**config.mk**
```make
export PLATFORM = sky130hd
export DESIGN_NAME = comment_stripping_tokenizer
export DESIGN_NICKNAME = d
export VERILOG_FILES = /design/src/rtl/cst_pkg.sv /design/src/rtl/cst_ctrl.sv /design/src/rtl/cst_datapath.sv /design/src/rtl/comment_stripping_tokenizer.sv
export SDC_FILE = /design/constraint.sdc
export NUM_CORES = 1
export LEC_CHECK = 0
export ABC_CLOCK_PERIOD_IN_PS = 4000
export BUFFER_PORTS_ARGS = -buffer_cell sky130_fd_sc_hd__buf_2
export CAP_MARGIN = 20
export CORE_MARGIN = 2
export CORE_UTILIZATION = 46
export CTS_CLUSTER_DIAMETER = 30
export DETAILED_ROUTE_END_ITERATION = 7
export RECOVER_POWER = 25
export SLEW_MARGIN = 20
export SYNTH_ARGS = -nofsm -noshare
export SYNTH_HDL_FRONTEND = slang
export SYNTH_SLANG_ARGS = --single-unit
```
**constraint.sdc**
```tcl
create_clock -name aclk -period 4 [get_ports aclk]
set_input_delay 0.8 -clock aclk [delete_from_list [all_inputs] [get_ports aclk]]
set_output_delay 0.8 -clock aclk [all_outputs]
set_load 0.05 [all_outputs]
```
**src/rtl/cst_pkg.sv**
```systemverilog
`timescale 1ns / 1ps
// ----------------------------------------------------------------------------
// cst_pkg
// Shared types and constants of the comment-stripping tokenizer.
// ----------------------------------------------------------------------------
package cst_pkg;

    localparam int WS_DEPTH = 16;
    localparam int WS_CNT_W = $clog2(WS_DEPTH + 1);
    localparam int WS_IDX_W = (WS_DEPTH > 1) ? $clog2(WS_DEPTH) : 1;
    localparam int WS_W     = 6;

    localparam int BYTE_W   = 8;
    localparam int MASK_W   = 64;
    localparam int CFG_IDX_W = 1;
    localparam int USER_W   = 2;

    localparam logic [MASK_W-1:0] STOP_LOW_RESET  = 64'h0800_0001_0000_2600;
    localparam logic [MASK_W-1:0] STOP_HIGH_RESET = 64'h0;

    localparam logic [BYTE_W-1:0] CH_SLASH = 8'h2F;
    localparam logic [BYTE_W-1:0] CH_STAR  = 8'h2A;
    localparam logic [BYTE_W-1:0] CH_LF    = 8'h0A;
    localparam logic [BYTE_W-1:0] CH_CR    = 8'h0D;
    localparam logic [BYTE_W-1:0] WS_MAX   = 8'd32;

    typedef enum logic [CFG_IDX_W-1:0] {
        REG_STOP_LOW  = 1'b0,
        REG_STOP_HIGH = 1'b1
    } cfg_reg_t;

    typedef enum logic [2:0] {
        CM_PLAIN = 3'd0,
        CM_SLASH = 3'd1,
        CM_LINE  = 3'd2,
        CM_BLOCK = 3'd3,
        CM_STAR  = 3'd4
    } comment_mode_t;

    typedef enum logic [1:0] {
        ST_IDLE,
        ST_SLASH,
        ST_MAIN,
        ST_EOB
    } ctl_state_t;

    typedef struct packed {
        logic accept;
        logic emit_flush;
        logic emit_byte;
        logic byte_is_slash;
        logic emit_end;
        logic end_tok;
        logic hold_ws;
        logic last;
    } cst_cmd_t;

    typedef struct packed {
        logic do_slash;
        logic do_plain;
        logic do_end;
        logic eob;
        logic c_stop;
        logic c_ws;
        logic started;
        logic flush_more;
        logic out_free;
    } cst_status_t;

endpackage

```
**src/rtl/cst_ctrl.sv**
```systemverilog
`timescale 1ns / 1ps
// ----------------------------------------------------------------------------
// cst_ctrl
// Sequencer: walks each accepted byte through the pending-slash, main and
// end-of-buffer steps, issuing flush, emit, hold and end commands.
// ----------------------------------------------------------------------------
module cst_ctrl (
    input  logic                 aclk,
    input  logic                 aresetn,
    input  logic                 s_tvalid,
    output logic                 s_tready,
    input  cst_pkg::cst_status_t sts,
    output cst_pkg::cst_cmd_t    cmd
);
    import cst_pkg::*;

    ctl_state_t state_reg;
    ctl_state_t state_next;

    always_ff @(posedge aclk) begin
        if (!aresetn) begin
            state_reg <= ST_IDLE;
        end else begin
            state_reg <= state_next;
        end
    end

    always_comb begin
        state_next = state_reg;
        cmd        = '0;
        s_tready   = 1'b0;
        unique case (state_reg)
            ST_IDLE: begin
                s_tready = 1'b1;
                if (s_tvalid) begin
                    cmd.accept = 1'b1;
                    state_next = ST_SLASH;
                end
            end
            ST_SLASH: begin
                if (!sts.do_slash) begin
                    state_next = ST_MAIN;
                end else if (sts.out_free) begin
                    if (sts.flush_more) begin
                        cmd.emit_flush = 1'b1;
                    end else begin
                        cmd.emit_byte     = 1'b1;
                        cmd.byte_is_slash = 1'b1;
                        cmd.last          = !sts.c_stop && sts.c_ws && !sts.eob;
                        state_next        = ST_MAIN;
                    end
                end
            end
            ST_MAIN: begin
                if ((sts.do_plain && sts.c_stop) || sts.do_end) begin
                    if (!sts.started) begin
                        cmd.end_tok = 1'b1;
                        state_next  = ST_EOB;
                    end else if (sts.out_free) begin
                        cmd.emit_end = 1'b1;
                        cmd.end_tok  = 1'b1;
                        cmd.last     = 1'b1;
                        state_next   = ST_EOB;
                    end
                end else if (sts.do_plain && sts.c_ws) begin
                    cmd.hold_ws = 1'b1;
                    state_next  = ST_EOB;
                end else if (sts.do_plain) begin
                    if (sts.out_free) begin
                        if (sts.flush_more) begin
                            cmd.emit_flush = 1'b1;
                        end else begin
                            cmd.emit_byte = 1'b1;
                            cmd.last      = !sts.eob;
                            state_next    = ST_EOB;
                        end
                    end
                end else begin
                    state_next = ST_EOB;
                end
            end
            ST_EOB: begin
                if (!sts.eob) begin
                    state_next = ST_IDLE;
                end else if (!sts.started) begin
                    cmd.end_tok = 1'b1;
                    state_next  = ST_IDLE;
                end else if (sts.out_free) begin
                    cmd.emit_end = 1'b1;
                    cmd.end_tok  = 1'b1;
                    cmd.last     = 1'b1;
                    state_next   = ST_IDLE;
                end
            end
            default: begin
                state_next = ST_IDLE;
            end
        endcase
    end

endmodule

```
**src/rtl/cst_datapath.sv**
```systemverilog
`timescale 1ns / 1ps
// ----------------------------------------------------------------------------
// cst_datapath
// Byte latch and decode, comment mode, stop masks, held whitespace store,
// token state and the output word register.
// ----------------------------------------------------------------------------
module cst_datapath (
    input  logic                           aclk,
    input  logic                           aresetn,
    input  logic [cst_pkg::BYTE_W-1:0]     s_tdata,
    input  logic                           s_tlast,
    output logic                           m_tvalid,
    input  logic                           m_tready,
    output logic [cst_pkg::BYTE_W-1:0]     m_tdata,
    output logic                           m_tlast,
    output logic [cst_pkg::USER_W-1:0]     m_tuser,
    input  logic                           cfg_valid,
    input  logic [cst_pkg::CFG_IDX_W-1:0]  cfg_index,
    input  logic [cst_pkg::MASK_W-1:0]     cfg_data,
    input  cst_pkg::cst_cmd_t              cmd,
    output cst_pkg::cst_status_t           sts
);
    import cst_pkg::*;

    logic [MASK_W-1:0]   stop_low_reg, stop_low_next;
    logic [MASK_W-1:0]   stop_high_reg, stop_high_next;
    comment_mode_t       mode_reg, mode_next;
    logic                started_reg, started_next;
    logic                ws_lost_reg, ws_lost_next;
    logic [WS_CNT_W-1:0] held_count_reg, held_count_next;
    logic [WS_CNT_W-1:0] flush_idx_reg, flush_idx_next;
    logic [WS_W-1:0]     held_reg [WS_DEPTH];

    logic [BYTE_W-1:0]   c_reg, c_next;
    logic                eob_reg, eob_next;
    logic                do_slash_reg, do_slash_next;
    logic                do_plain_reg, do_plain_next;
    logic                do_end_reg, do_end_next;

    logic                m_valid_reg, m_valid_next;
    logic [BYTE_W-1:0]   m_data_reg, m_data_next;
    logic                m_last_reg, m_last_next;
    logic [USER_W-1:0]   m_user_reg, m_user_next;

    logic                c_stop;
    logic                c_ws;
    logic                out_free;
    logic                held_wr;
    logic [WS_W-1:0]     flush_byte;

    assign c_ws       = (c_reg <= WS_MAX);
    assign out_free   = !m_valid_reg || m_tready;
    assign flush_byte = held_reg[flush_idx_reg[WS_IDX_W-1:0]];

    always_comb begin
        if (!c_reg[7] && !c_reg[6]) begin
            c_stop = stop_low_reg[c_reg[5:0]];
        end else if (!c_reg[7]) begin
            c_stop = stop_high_reg[c_reg[5:0]];
        end else begin
            c_stop = 1'b0;
        end
    end

    always_comb begin
        sts.do_slash   = do_slash_reg;
        sts.do_plain   = do_plain_reg;
        sts.do_end     = do_end_reg;
        sts.eob        = eob_reg;
        sts.c_stop     = c_stop;
        sts.c_ws       = c_ws;
        sts.started    = started_reg;
        sts.flush_more = (flush_idx_reg < held_count_reg);
        sts.out_free   = out_free;
    end

    // decode the incoming byte against the comment mode
    always_comb begin
        c_next        = c_reg;
        eob_next      = eob_reg;
        do_slash_next = do_slash_reg;
        do_plain_next = do_plain_reg;
        do_end_next   = do_end_reg;
        mode_next     = mode_reg;
        if (cmd.accept) begin
            c_next        = s_tdata;
            eob_next      = s_tlast;
            do_slash_next = 1'b0;
            do_plain_next = 1'b0;
            do_end_next   = 1'b0;
            unique case (mode_reg)
                CM_SLASH: begin
                    if (s_tdata == CH_SLASH) begin
                        do_end_next = 1'b1;
                        mode_next   = CM_LINE;
                    end else if (s_tdata == CH_STAR) begin
                        do_end_next = 1'b1;
                        mode_next   = CM_BLOCK;
                    end else begin
                        do_slash_next = 1'b1;
                        do_plain_next = 1'b1;
                        mode_next     = CM_PLAIN;
                    end
                end
                CM_LINE: begin
                    if (s_tdata == CH_LF || s_tdata == CH_CR) begin
                        mode_next = CM_PLAIN;
                    end
                end
                CM_BLOCK: begin
                    if (s_tdata == CH_STAR) begin
                        mode_next = CM_STAR;
                    end
                end
                CM_STAR: begin
                    if (s_tdata == CH_SLASH) begin
                        mode_next = CM_PLAIN;
                    end else if (s_tdata != CH_STAR) begin
                        mode_next = CM_BLOCK;
                    end
                end
                default: begin
                    if (s_tdata == CH_SLASH) begin
                        mode_next = CM_SLASH;
                    end else begin
                        do_plain_next = 1'b1;
                        mode_next     = CM_PLAIN;
                    end
                end
            endcase
            if (s_tlast) begin
                mode_next = CM_PLAIN;
            end
        end
    end

    // token state, whitespace store and output word
    always_comb begin
        started_next    = started_reg;
        ws_lost_next    = ws_lost_reg;
        held_count_next = held_count_reg;
        flush_idx_next  = flush_idx_reg;
        held_wr         = 1'b0;
        m_valid_next    = m_valid_reg && !m_tready;
        m_data_next     = m_data_reg;
        m_last_next     = m_last_reg;
        m_user_next     = m_user_reg;
        stop_low_next   = stop_low_reg;
        stop_high_next  = stop_high_reg;

        if (cfg_valid) begin
            unique case (cfg_reg_t'(cfg_index))
                REG_STOP_LOW:  stop_low_next  = cfg_data;
                REG_STOP_HIGH: stop_high_next = cfg_data;
                default:       stop_low_next  = stop_low_reg;
            endcase
        end

        if (cmd.emit_flush) begin
            m_valid_next   = 1'b1;
            m_data_next    = {{(BYTE_W - WS_W){1'b0}}, flush_byte};
            m_last_next    = 1'b0;
            m_user_next    = {ws_lost_reg, 1'b0};
            flush_idx_next = flush_idx_reg + 1'b1;
        end
        if (cmd.emit_byte) begin
            m_valid_next    = 1'b1;
            m_data_next     = cmd.byte_is_slash ? CH_SLASH : c_reg;
            m_last_next     = cmd.last;
            m_user_next     = {ws_lost_reg, 1'b0};
            held_count_next = '0;
            flush_idx_next  = '0;
            ws_lost_next    = 1'b0;
            started_next    = 1'b1;
        end
        if (cmd.emit_end) begin
            m_valid_next = 1'b1;
            m_data_next  = '0;
            m_last_next  = cmd.last;
            m_user_next  = {1'b0, 1'b1};
        end
        if (cmd.end_tok) begin
            ws_lost_next    = 1'b0;
            started_next    = 1'b0;
            held_count_next = '0;
            flush_idx_next  = '0;
        end
        if (cmd.hold_ws && started_reg) begin
            if (held_count_reg < WS_CNT_W'(WS_DEPTH)) begin
                held_wr         = 1'b1;
                held_count_next = held_count_reg + 1'b1;
            end else begin
                ws_lost_next = 1'b1;
            end
        end
    end

    always_ff @(posedge aclk) begin
        if (!aresetn) begin
            stop_low_reg   <= STOP_LOW_RESET;
            stop_high_reg  <= STOP_HIGH_RESET;
            mode_reg       <= CM_PLAIN;
            started_reg    <= 1'b0;
            ws_lost_reg    <= 1'b0;
            held_count_reg <= '0;
            flush_idx_reg  <= '0;
            m_valid_reg    <= 1'b0;
            do_slash_reg   <= 1'b0;
            do_plain_reg   <= 1'b0;
            do_end_reg     <= 1'b0;
            eob_reg        <= 1'b0;
        end else begin
            stop_low_reg   <= stop_low_next;
            stop_high_reg  <= stop_high_next;
            mode_reg       <= mode_next;
            started_reg    <= started_next;
            ws_lost_reg    <= ws_lost_next;
            held_count_reg <= held_count_next;
            flush_idx_reg  <= flush_idx_next;
            m_valid_reg    <= m_valid_next;
            do_slash_reg   <= do_slash_next;
            do_plain_reg   <= do_plain_next;
            do_end_reg     <= do_end_next;
            eob_reg        <= eob_next;
        end
    end

    always_ff @(posedge aclk) begin
        c_reg      <= c_next;
        m_data_reg <= m_data_next;
        m_last_reg <= m_last_next;
        m_user_reg <= m_user_next;
        if (held_wr) begin
            held_reg[held_count_reg[WS_IDX_W-1:0]] <= c_reg[WS_W-1:0];
        end
    end

    assign m_tvalid = m_valid_reg;
    assign m_tdata  = m_data_reg;
    assign m_tlast  = m_last_reg;
    assign m_tuser  = m_user_reg;

endmodule

```
**src/rtl/comment_stripping_tokenizer.sv**
```systemverilog
`timescale 1ns / 1ps
// ----------------------------------------------------------------------------
// comment_stripping_tokenizer
// Splits a byte stream into tokens on stop bytes, strips C-style comments
// and trims whitespace around each token.
// ----------------------------------------------------------------------------
// Each input word is one text byte (tlast marks the last byte of a buffer).
// Output words are token bytes (tuser kind 0) and end-of-token markers
// (tuser kind 1); tlast marks the final output word caused by an input byte.
// A byte passes the four sequencer steps (accept, pending slash, main step,
// end of buffer), held longer by each output word beyond the first, such as
// held whitespace flushed ahead of a token byte, and by output backpressure;
// no new byte is accepted until the last step ends. The user must write the
// stop masks through the cfg port (index 0: bytes 0-63, index 1: bytes 64-127)
// only while the stream is idle; the block itself does not enforce this.
module comment_stripping_tokenizer (
    input  logic                          aclk,
    input  logic                          aresetn,
    input  logic                          s_tvalid,
    output logic                          s_tready,
    input  logic [cst_pkg::BYTE_W-1:0]    s_tdata,   // [7:0] in_byte
    input  logic                          s_tlast,
    output logic                          m_tvalid,
    input  logic                          m_tready,
    output logic [cst_pkg::BYTE_W-1:0]    m_tdata,   // [7:0] value
    output logic                          m_tlast,
    output logic [cst_pkg::USER_W-1:0]    m_tuser,   // [0] kind, [1] ws_dropped
    input  logic                          cfg_valid,
    output logic                          cfg_ready,
    input  logic [cst_pkg::CFG_IDX_W-1:0] cfg_index,
    input  logic [cst_pkg::MASK_W-1:0]    cfg_data
);
    import cst_pkg::*;

    cst_cmd_t    cmd;
    cst_status_t sts;

    assign cfg_ready = 1'b1;

    cst_ctrl u_ctrl (
        .aclk     (aclk),
        .aresetn  (aresetn),
        .s_tvalid (s_tvalid),
        .s_tready (s_tready),
        .sts      (sts),
        .cmd      (cmd)
    );

    cst_datapath u_datapath (
        .aclk      (aclk),
        .aresetn   (aresetn),
        .s_tdata   (s_tdata),
        .s_tlast   (s_tlast),
        .m_tvalid  (m_tvalid),
        .m_tready  (m_tready),
        .m_tdata   (m_tdata),
        .m_tlast   (m_tlast),
        .m_tuser   (m_tuser),
        .cfg_valid (cfg_valid),
        .cfg_index (cfg_index),
        .cfg_data  (cfg_data),
        .cmd       (cmd),
        .sts       (sts)
    );

endmodule

```
==> Word-level counts from Yosys, hierarchy flattened <==
Memories as Yosys holds them, arrays and structs flattened. A register that Yosys moved wholly into a read port is not among the register bits.
Index checks and enable logic that the tools add are counted.
W data, S select, Z words.
{ "totals": {"ff_bits": 169, "mem_bits_rw": 96, "inputBits": 79, "output_inout_bits": 14, "word_cells": 172, "mem_count": 1} }
{ "memory_table": {"columns": ["memory", "depth", "width", "rd", "rd_ports_with_merged_regs", "write_ports", "line", "source"], "rows": [
  ["u_datapath.held_reg", 16, 6, 1, 1, 1, "cst_datapath.sv:32", "logic [WS_W-1:0] held_reg [WS_DEPTH];"]
]} }
{ "classes": {"add_sub_neg": 2, "magnitude_cmp": 4, "eq_ne": 22, "mux": 98, "bitwise": 2, "reduce_logical": 26} }
{ "ops": {"columns": ["cell", "count"], "rows": [
  ["$mux W2", 25],
  ["$mux W1", 48],
  ["$mux W3", 8],
  ["$mux W8", 3],
  ["$mux W5", 4],
  ["$eq A8 B4 Y1 const B", 2],
  ["$eq A8 B6 Y1 const B", 2],
  ["$bmux W1 S6", 2],
  ["$pmux W3 S4", 1],
  ["$add A5 B1 Y5 const B", 2],
  ["$ne A5 B5 Y1 const B", 2],
  ["$le A8 B6 Y1 const B", 1],
  ["$mux W4", 2],
  ["$ne A4 B4 Y1 const B", 2],
  ["$ne A8 B6 Y1 const B", 1],
  ["$pmux W2 S2", 2],
  ["$pmux W2 S4", 1],
  ["$logic_and A1 B1 Y1", 7],
  ["$lt A6 B7 Y1 const B", 1],
  ["$reduce_and A7 Y1", 1],
  ["$eq A3 B2 Y1 const B", 2],
  ["$logic_not A1 Y1", 6],
  ["$ne A3 B2 Y1 const B", 2],
  ["$ne A3 B3 Y1 const B", 2],
  ["19 further kinds", 25]
]} }

==> Depth between registers and ports, before layout <==
{ "depth": {"depth_word": 13, "depth_mapped": 14, "depth_no_buf": 10} }

==> Cells and area by module <==
From an unflattened synthesis, not the netlist that was laid out.
{ "hier_totals": {"cells_unflattened": 1049, "area_unflattened_um2": 11390.9} }
{ "by_module_without_submodules": {"columns": ["mod", "instances", "cells_each", "area_per_inst_um2", "seq_area_each_um2"], "rows": [
  ["cst_datapath", 1, 1004, 11061.9, 6396.1],
  ["cst_ctrl", 1, 43, 317.8, 40.0],
  ["comment_stripping_tokenizer", 1, 2, 11.3, 0.0]
]} }

==> Worst setup path after synthesis <==
Ideal clock, no wire load.
{ "synth_timing": {"kind": "register -> register", "start": "reg u_datapath.c_reg[0]", "end": "mem u_datapath.held_reg[0][0] (enable)", "setup_ns": 0.377, "t_arrival_ns": 3.196, "required_time_ns": 3.623, "slack_ns": 0.427, "path_stages_with_launch": 13, "path_buffers": 3, "period_less_slack_ns": 3.573, "cell_sequence": "edfxtp_1 > buf_6 > buf_2 > mux2_2 > a311oi_1 > a31oi_1 > a32o_2 > o31ai_4 > nand3_1 > nor3_2 > buf_2 > nand2_1 > nor3_1"} }
{ "synth_via": {"elab_chain_cells": 12, "elab_cells_between_ends": 17, "classes_between": "order compare (1); mux (12); reduce/logical (4)"} }
{ "synth_rtl": {"columns": ["element", "line", "source"], "rows": [
  ["start, declared", "cst_datapath.sv:34", "logic [BYTE_W-1:0] c_reg, c_next;"],
  ["start signal, assigned", "cst_datapath.sv:229", "c_reg <= c_next;"],
  ["$bmux W1 S6", "cst_datapath.sv:59", "c_stop = stop_high_reg[c_reg[5:0]];"],
  ["$mux W1 (implied by the code)", "cst_datapath.sv:59", null],
  ["$mux W1", "cst_datapath.sv:58", "end else if (!c_reg[7]) begin"],
  ["$mux W1", "cst_datapath.sv:56", "if (!c_reg[7] && !c_reg[6]) begin"],
  ["$logic_and A1 B1 Y1", "cst_ctrl.sv:55", "if ((sts.do_plain && sts.c_stop) || sts.do_end) begin"],
  ["$logic_or A1 B1 Y1", "cst_ctrl.sv:55", null],
  ["$mux W1 (*)", "cst_ctrl.sv:55", null],
  ["$mux W1 (*)", "cst_ctrl.sv:32", "unique case (state_reg)"],
  ["$logic_and A1 B1 Y1 (*)", "cst_datapath.sv:188", "if (cmd.hold_ws && started_reg) begin"],
  ["$mux W1 (*)", "cst_datapath.sv:188", null],
  ["$mux W1 (*)", "cst_datapath.sv:233", "if (held_wr) begin"],
  ["$mux W1 (implied by the code) (*)", "cst_datapath.sv:234", "held_reg[held_count_reg[WS_IDX_W-1:0]] <= c_reg[WS_W-1:0];"],
  ["end, declared", "cst_datapath.sv:32", null]
]} }
Mark *: on every way between the ends. The rest lies on a longest branch, timed or not. The select of a mux whose other input is x is not followed.

==> Final worst setup path <==
{ "layout_timing": {"start": "reg u_datapath.c_reg[5]", "end": "reg u_datapath.m_data_reg[2], in the netlist u_datapath.m_tdata[2]"} }
{ "layout_via": {"elab_chain_cells": 9, "elab_cells_between_ends": 17, "classes_between": "order compare (1); mux (12); reduce/logical (4)"} }
{ "layout_rtl": {"columns": ["element", "line", "source"], "rows": [
  ["$bmux W1 S6", "cst_datapath.sv:59", null],
  ["$mux W1 (implied by the code)", "cst_datapath.sv:59", null],
  ["$mux W1", "cst_datapath.sv:58", null],
  ["$mux W1", "cst_datapath.sv:56", null],
  ["$logic_and A1 B1 Y1", "cst_ctrl.sv:55", null],
  ["$logic_or A1 B1 Y1", "cst_ctrl.sv:55", null],
  ["$mux W2", "cst_ctrl.sv:55", null],
  ["$pmux W2 S2", "cst_ctrl.sv:32", null],
  ["$mux W8 / $reduce_bool A2 Y1 (equally long branches)", null, null],
  ["end signal, assigned", "cst_datapath.sv:230", "m_data_reg <= m_data_next;"],
  ["end, declared", "cst_datapath.sv:41", "logic [BYTE_W-1:0] m_data_reg, m_data_next;"]
]} }
Parallel ways exist; a longest one is shown, timed or not. The select of a mux whose other input is x is not followed.
A chain may end at the register's enable or synchronous reset.

==> impl_metrics.env <==
export IMPL_ios=93
export IMPL_finClkSkew_ns=0.0122
export IMPL_fin_crit_ns=3.73
export IMPL_holdBufCountCts=0
export IMPL_worst_slack_ns=0.268
export IMPL_preCtsSetupSlack_ns=0.326
export IMPL_grt_overflow=0
export IMPL_path_class="flop to flop"
export IMPL_final_cell_area_sq_mm=0.0148
export IMPL_hold_violations=0
export IMPL_grt_util_all_layers_pct=21.8
export IMPL_gp_congestion=0.788
export IMPL_placed_area_sq_mm=0.0128
export IMPL_cts_sinks=269
export IMPL_drt_wl_total_microns=29200
export IMPL_synthesis_area_sq_mm=0.0119
export IMPL_h_tree_depth=2
export IMPL_fin_crit_sh_pct=93.3
export IMPL_cpPeakStageDelay_ns=0.76
export IMPL_drt_iter0_markers=528
export IMPL_grt_pass1_vias=8477
export IMPL_area_growth_synth_to_final_pct=24.5
export IMPL_outcome="complete, no violations"
export IMPL_largest_register_ffs=96
export IMPL_firstDrtPassIters=5
export IMPL_powerDensity_mw_per_mm2=607
export IMPL_die_w_microns=165
export IMPL_utilization_pct=58.6
export IMPL_netlist_area_leader_share_pct=27.6
export IMPL_grt_pass1_wl_microns=46000
export IMPL_post_cts_setup_buffer_count=0
export IMPL_finalSetupTns_ns=0
export IMPL_dp_cells=1499
export IMPL_tightest_slew_ns=1.01
export IMPL_hp_class="input pin to flop"
export IMPL_synth_nets=1199
export IMPL_clkTransAtPathRegs_ns=0.05
export IMPL_grt_antenna_before_repair=0
export IMPL_fin_nets=1318
export IMPL_peakVddDrop_v=0.000403
export IMPL_start_kind="flop"
export IMPL_path_cells="clkbuf_1 > o41ai_1 > buf_4 > a211oi_1 > a41o_4 > nand3_1 > buf_4 > mux2i_1 > nor3_1"
export IMPL_route_vias_total=8574
export IMPL_rsz0062_at_grt="no"
export IMPL_slowest_stage="edfxtp_1"
export IMPL_yosys_warnings=0
export IMPL_slew_violations=0
export IMPL_p_total_mw=8.99
export IMPL_setup_viol=0
export IMPL_dieArea_sq_mm=0.0271
export IMPL_cts_inserted_buffers=55
export IMPL_core_sq_mm=0.0253
export IMPL_diodes=0
export IMPL_seq_area_frac_synth_pct=54.2
export IMPL_async_flop_share_pct=0
export IMPL_critPathCaptureType="flop"
export IMPL_synth_edf_count=105
export IMPL_synth_cells=1107
export IMPL_cap_violations=0
export IMPL_instances_no_fill=1603
export IMPL_initial_core_util_pct=47.1
export IMPL_wl_per_cell_microns=18.2
export IMPL_worstPathRequired_ns=4.47
export IMPL_drc=0
export IMPL_port_buffer_count=91
export IMPL_cts_tree="built"
export IMPL_p_leak_nw=5.55
export IMPL_netlist_top_cells_area="dfxtp_1 28%, edfxtp_1 27%, nand2_1 9.3%, a21boi_0 8.1%, mux4_2 6.6%"
export IMPL_dieHeight_microns=165
export IMPL_syn_avg_cell_area_sq_um=10.7
export IMPL_ctsRootBufferMaster="clkbuf_16"
export IMPL_clock_latency_ns=0.56
export IMPL_holdWs_ns=0.445
export IMPL_grt_max_degree=97
export IMPL_place_hpwl_microns=19500
export IMPL_cp_max_fo=13
export IMPL_slew_headroom_pct=32.5
export IMPL_cts_resized=0
export IMPL_cts_buffer_depth=3
export IMPL_ys_types=65
export IMPL_crit_arrival_ns=4.20
export IMPL_max_freq_mhz=268
export IMPL_yosysTopAreaCell="dfxtp_1"
export IMPL_detail_route_antenna_nets=0
export IMPL_via_per_inst=5.35
export IMPL_fp_row_count=58
export IMPL_cp_common_cell="buf_4"
export IMPL_ys_ff_latch=269
export IMPL_synth_ff_type="dfxtp_1"
export IMPL_final_layout_size_suffix_gt1_share_pct=21.6
-- layer usage --
| layer | global-route usage (%) | routed length [microns] | up-vias |
|---|---|---|---|
| met5 | 0 | 0 | - |
| met4 | 7.19 | 686 | 0 |
| met3 | 3.97 | 1290 | 51 |
| met2 | 35.1 | 13700 | 204 |
| met1 | 30.1 | 13500 | 4113 |
| li1 | - | - | 4206 |
-- kinds of logic (layout without fill, tap and decap cells) --
family	Yosys count	after routing	synth area share, %
simple gates	423	423	15.2
flops	269	269	54.2
compound gates	216	216	13.6
mux	93	93	12.4
buf+inv	90	256	3.15
fa+ha+maj	13	13	1.37
xor+xnor	2	2	0.147
other cells	1	1	0.0316
-- cell type report --
class                      count  area, sq um
clock buffer                  72         1540
clock inverter                32          465
fill                        2151        10500
inverter                      16         60.1
multi-input combinational    748         5090
sequential                   269         6440
tap                          330          413
timing repair buffer         136          797
-- worst max-delay path, delay by kind of cell, from the launching register on --
family / cells / cell delay, ns
buffers and inverters: 3 / 1.00
DFF: 1 / 0.76
AOI/OAI and AO/OA: 3 / 1.31
muxes: 1 / 0.12
and+or+nand+nor: 2 / 0.45
-- synth_stat cells (all sizes together) (5+ instances only) --
| library cell | number |
|---|---|
| a21boi | 129 |
| a21o | 5 |
| a21oi | 10 |
| a22oi | 13 |
| a31oi | 5 |
| buf | 29 |
| clkbuf | 45 |
| dfxtp | 164 |
| edfxtp | 105 |
| ha | 13 |
| inv | 16 |
| mux2 | 9 |
| mux2i | 43 |
| mux4 | 41 |
| nand2 | 294 |
| nand2b | 11 |
| nand3 | 18 |
| nand4 | 6 |
| nand4b | 5 |
| nor2 | 45 |
| nor2b | 10 |
| nor3 | 17 |
| o211ai | 5 |
| o21ai | 15 |
| o31ai | 6 |
-- final timing paths --
check	from	to	slack, ns	cells past startpoint
setup / recovery	u_datapath.c_reg[5]	u_datapath.m_tdata[2]	0.27	9
hold / removal	s_tdata[6]	u_datapath.c_reg[6]	0.44	1
setup reg to reg	u_datapath.c_reg[5]	u_datapath.m_tdata[2]	0.27	9
hold reg to reg	u_datapath.do_plain_reg	u_datapath.do_plain_reg	0.46	2
-- report_power, final --
part	internal, mW	leakage (nW)	switching (mW)	total (mW)
registers	3.03	2.29	0.126	3.16
logic	0.354	2.30	0.642	0.996
clock network	3.35	0.971	1.48	4.83
-- cells in the final DEF (no fill, tap or decap), types with 4 or more instances in the layout --
| cell type | count |
|---|---|
| nand2b_1 | 10 |
| dfxtp_1 | 164 |
| o211ai_1 | 5 |
| clkbuf_8 | 6 |
| nor3_1 | 15 |
| mux4_2 | 35 |
| a21o_1 | 5 |
| nand2_1 | 293 |
| o21ai_0 | 14 |
| nand4_1 | 5 |
| inv_1 | 16 |
| nand3_1 | 18 |
| buf_2 | 83 |
| o31ai_1 | 5 |
| a21oi_1 | 9 |
| clkinv_2 | 8 |
| clkbuf_1 | 20 |
| nor2b_1 | 9 |
| a22oi_1 | 13 |
| clkbuf_16 | 57 |
| a21boi_0 | 129 |
| bufinv_16 | 10 |
| mux4_1 | 6 |
| and3_1 | 4 |
| mux2i_1 | 43 |
| a31oi_1 | 5 |
| mux2_2 | 9 |
| clkinvlp_4 | 5 |
| o22ai_1 | 4 |
| nand4b_1 | 5 |
| ha_1 | 13 |
| edfxtp_1 | 105 |
| buf_4 | 40 |
| nor2_1 | 45 |
Power figures use the tool's default switching activity.
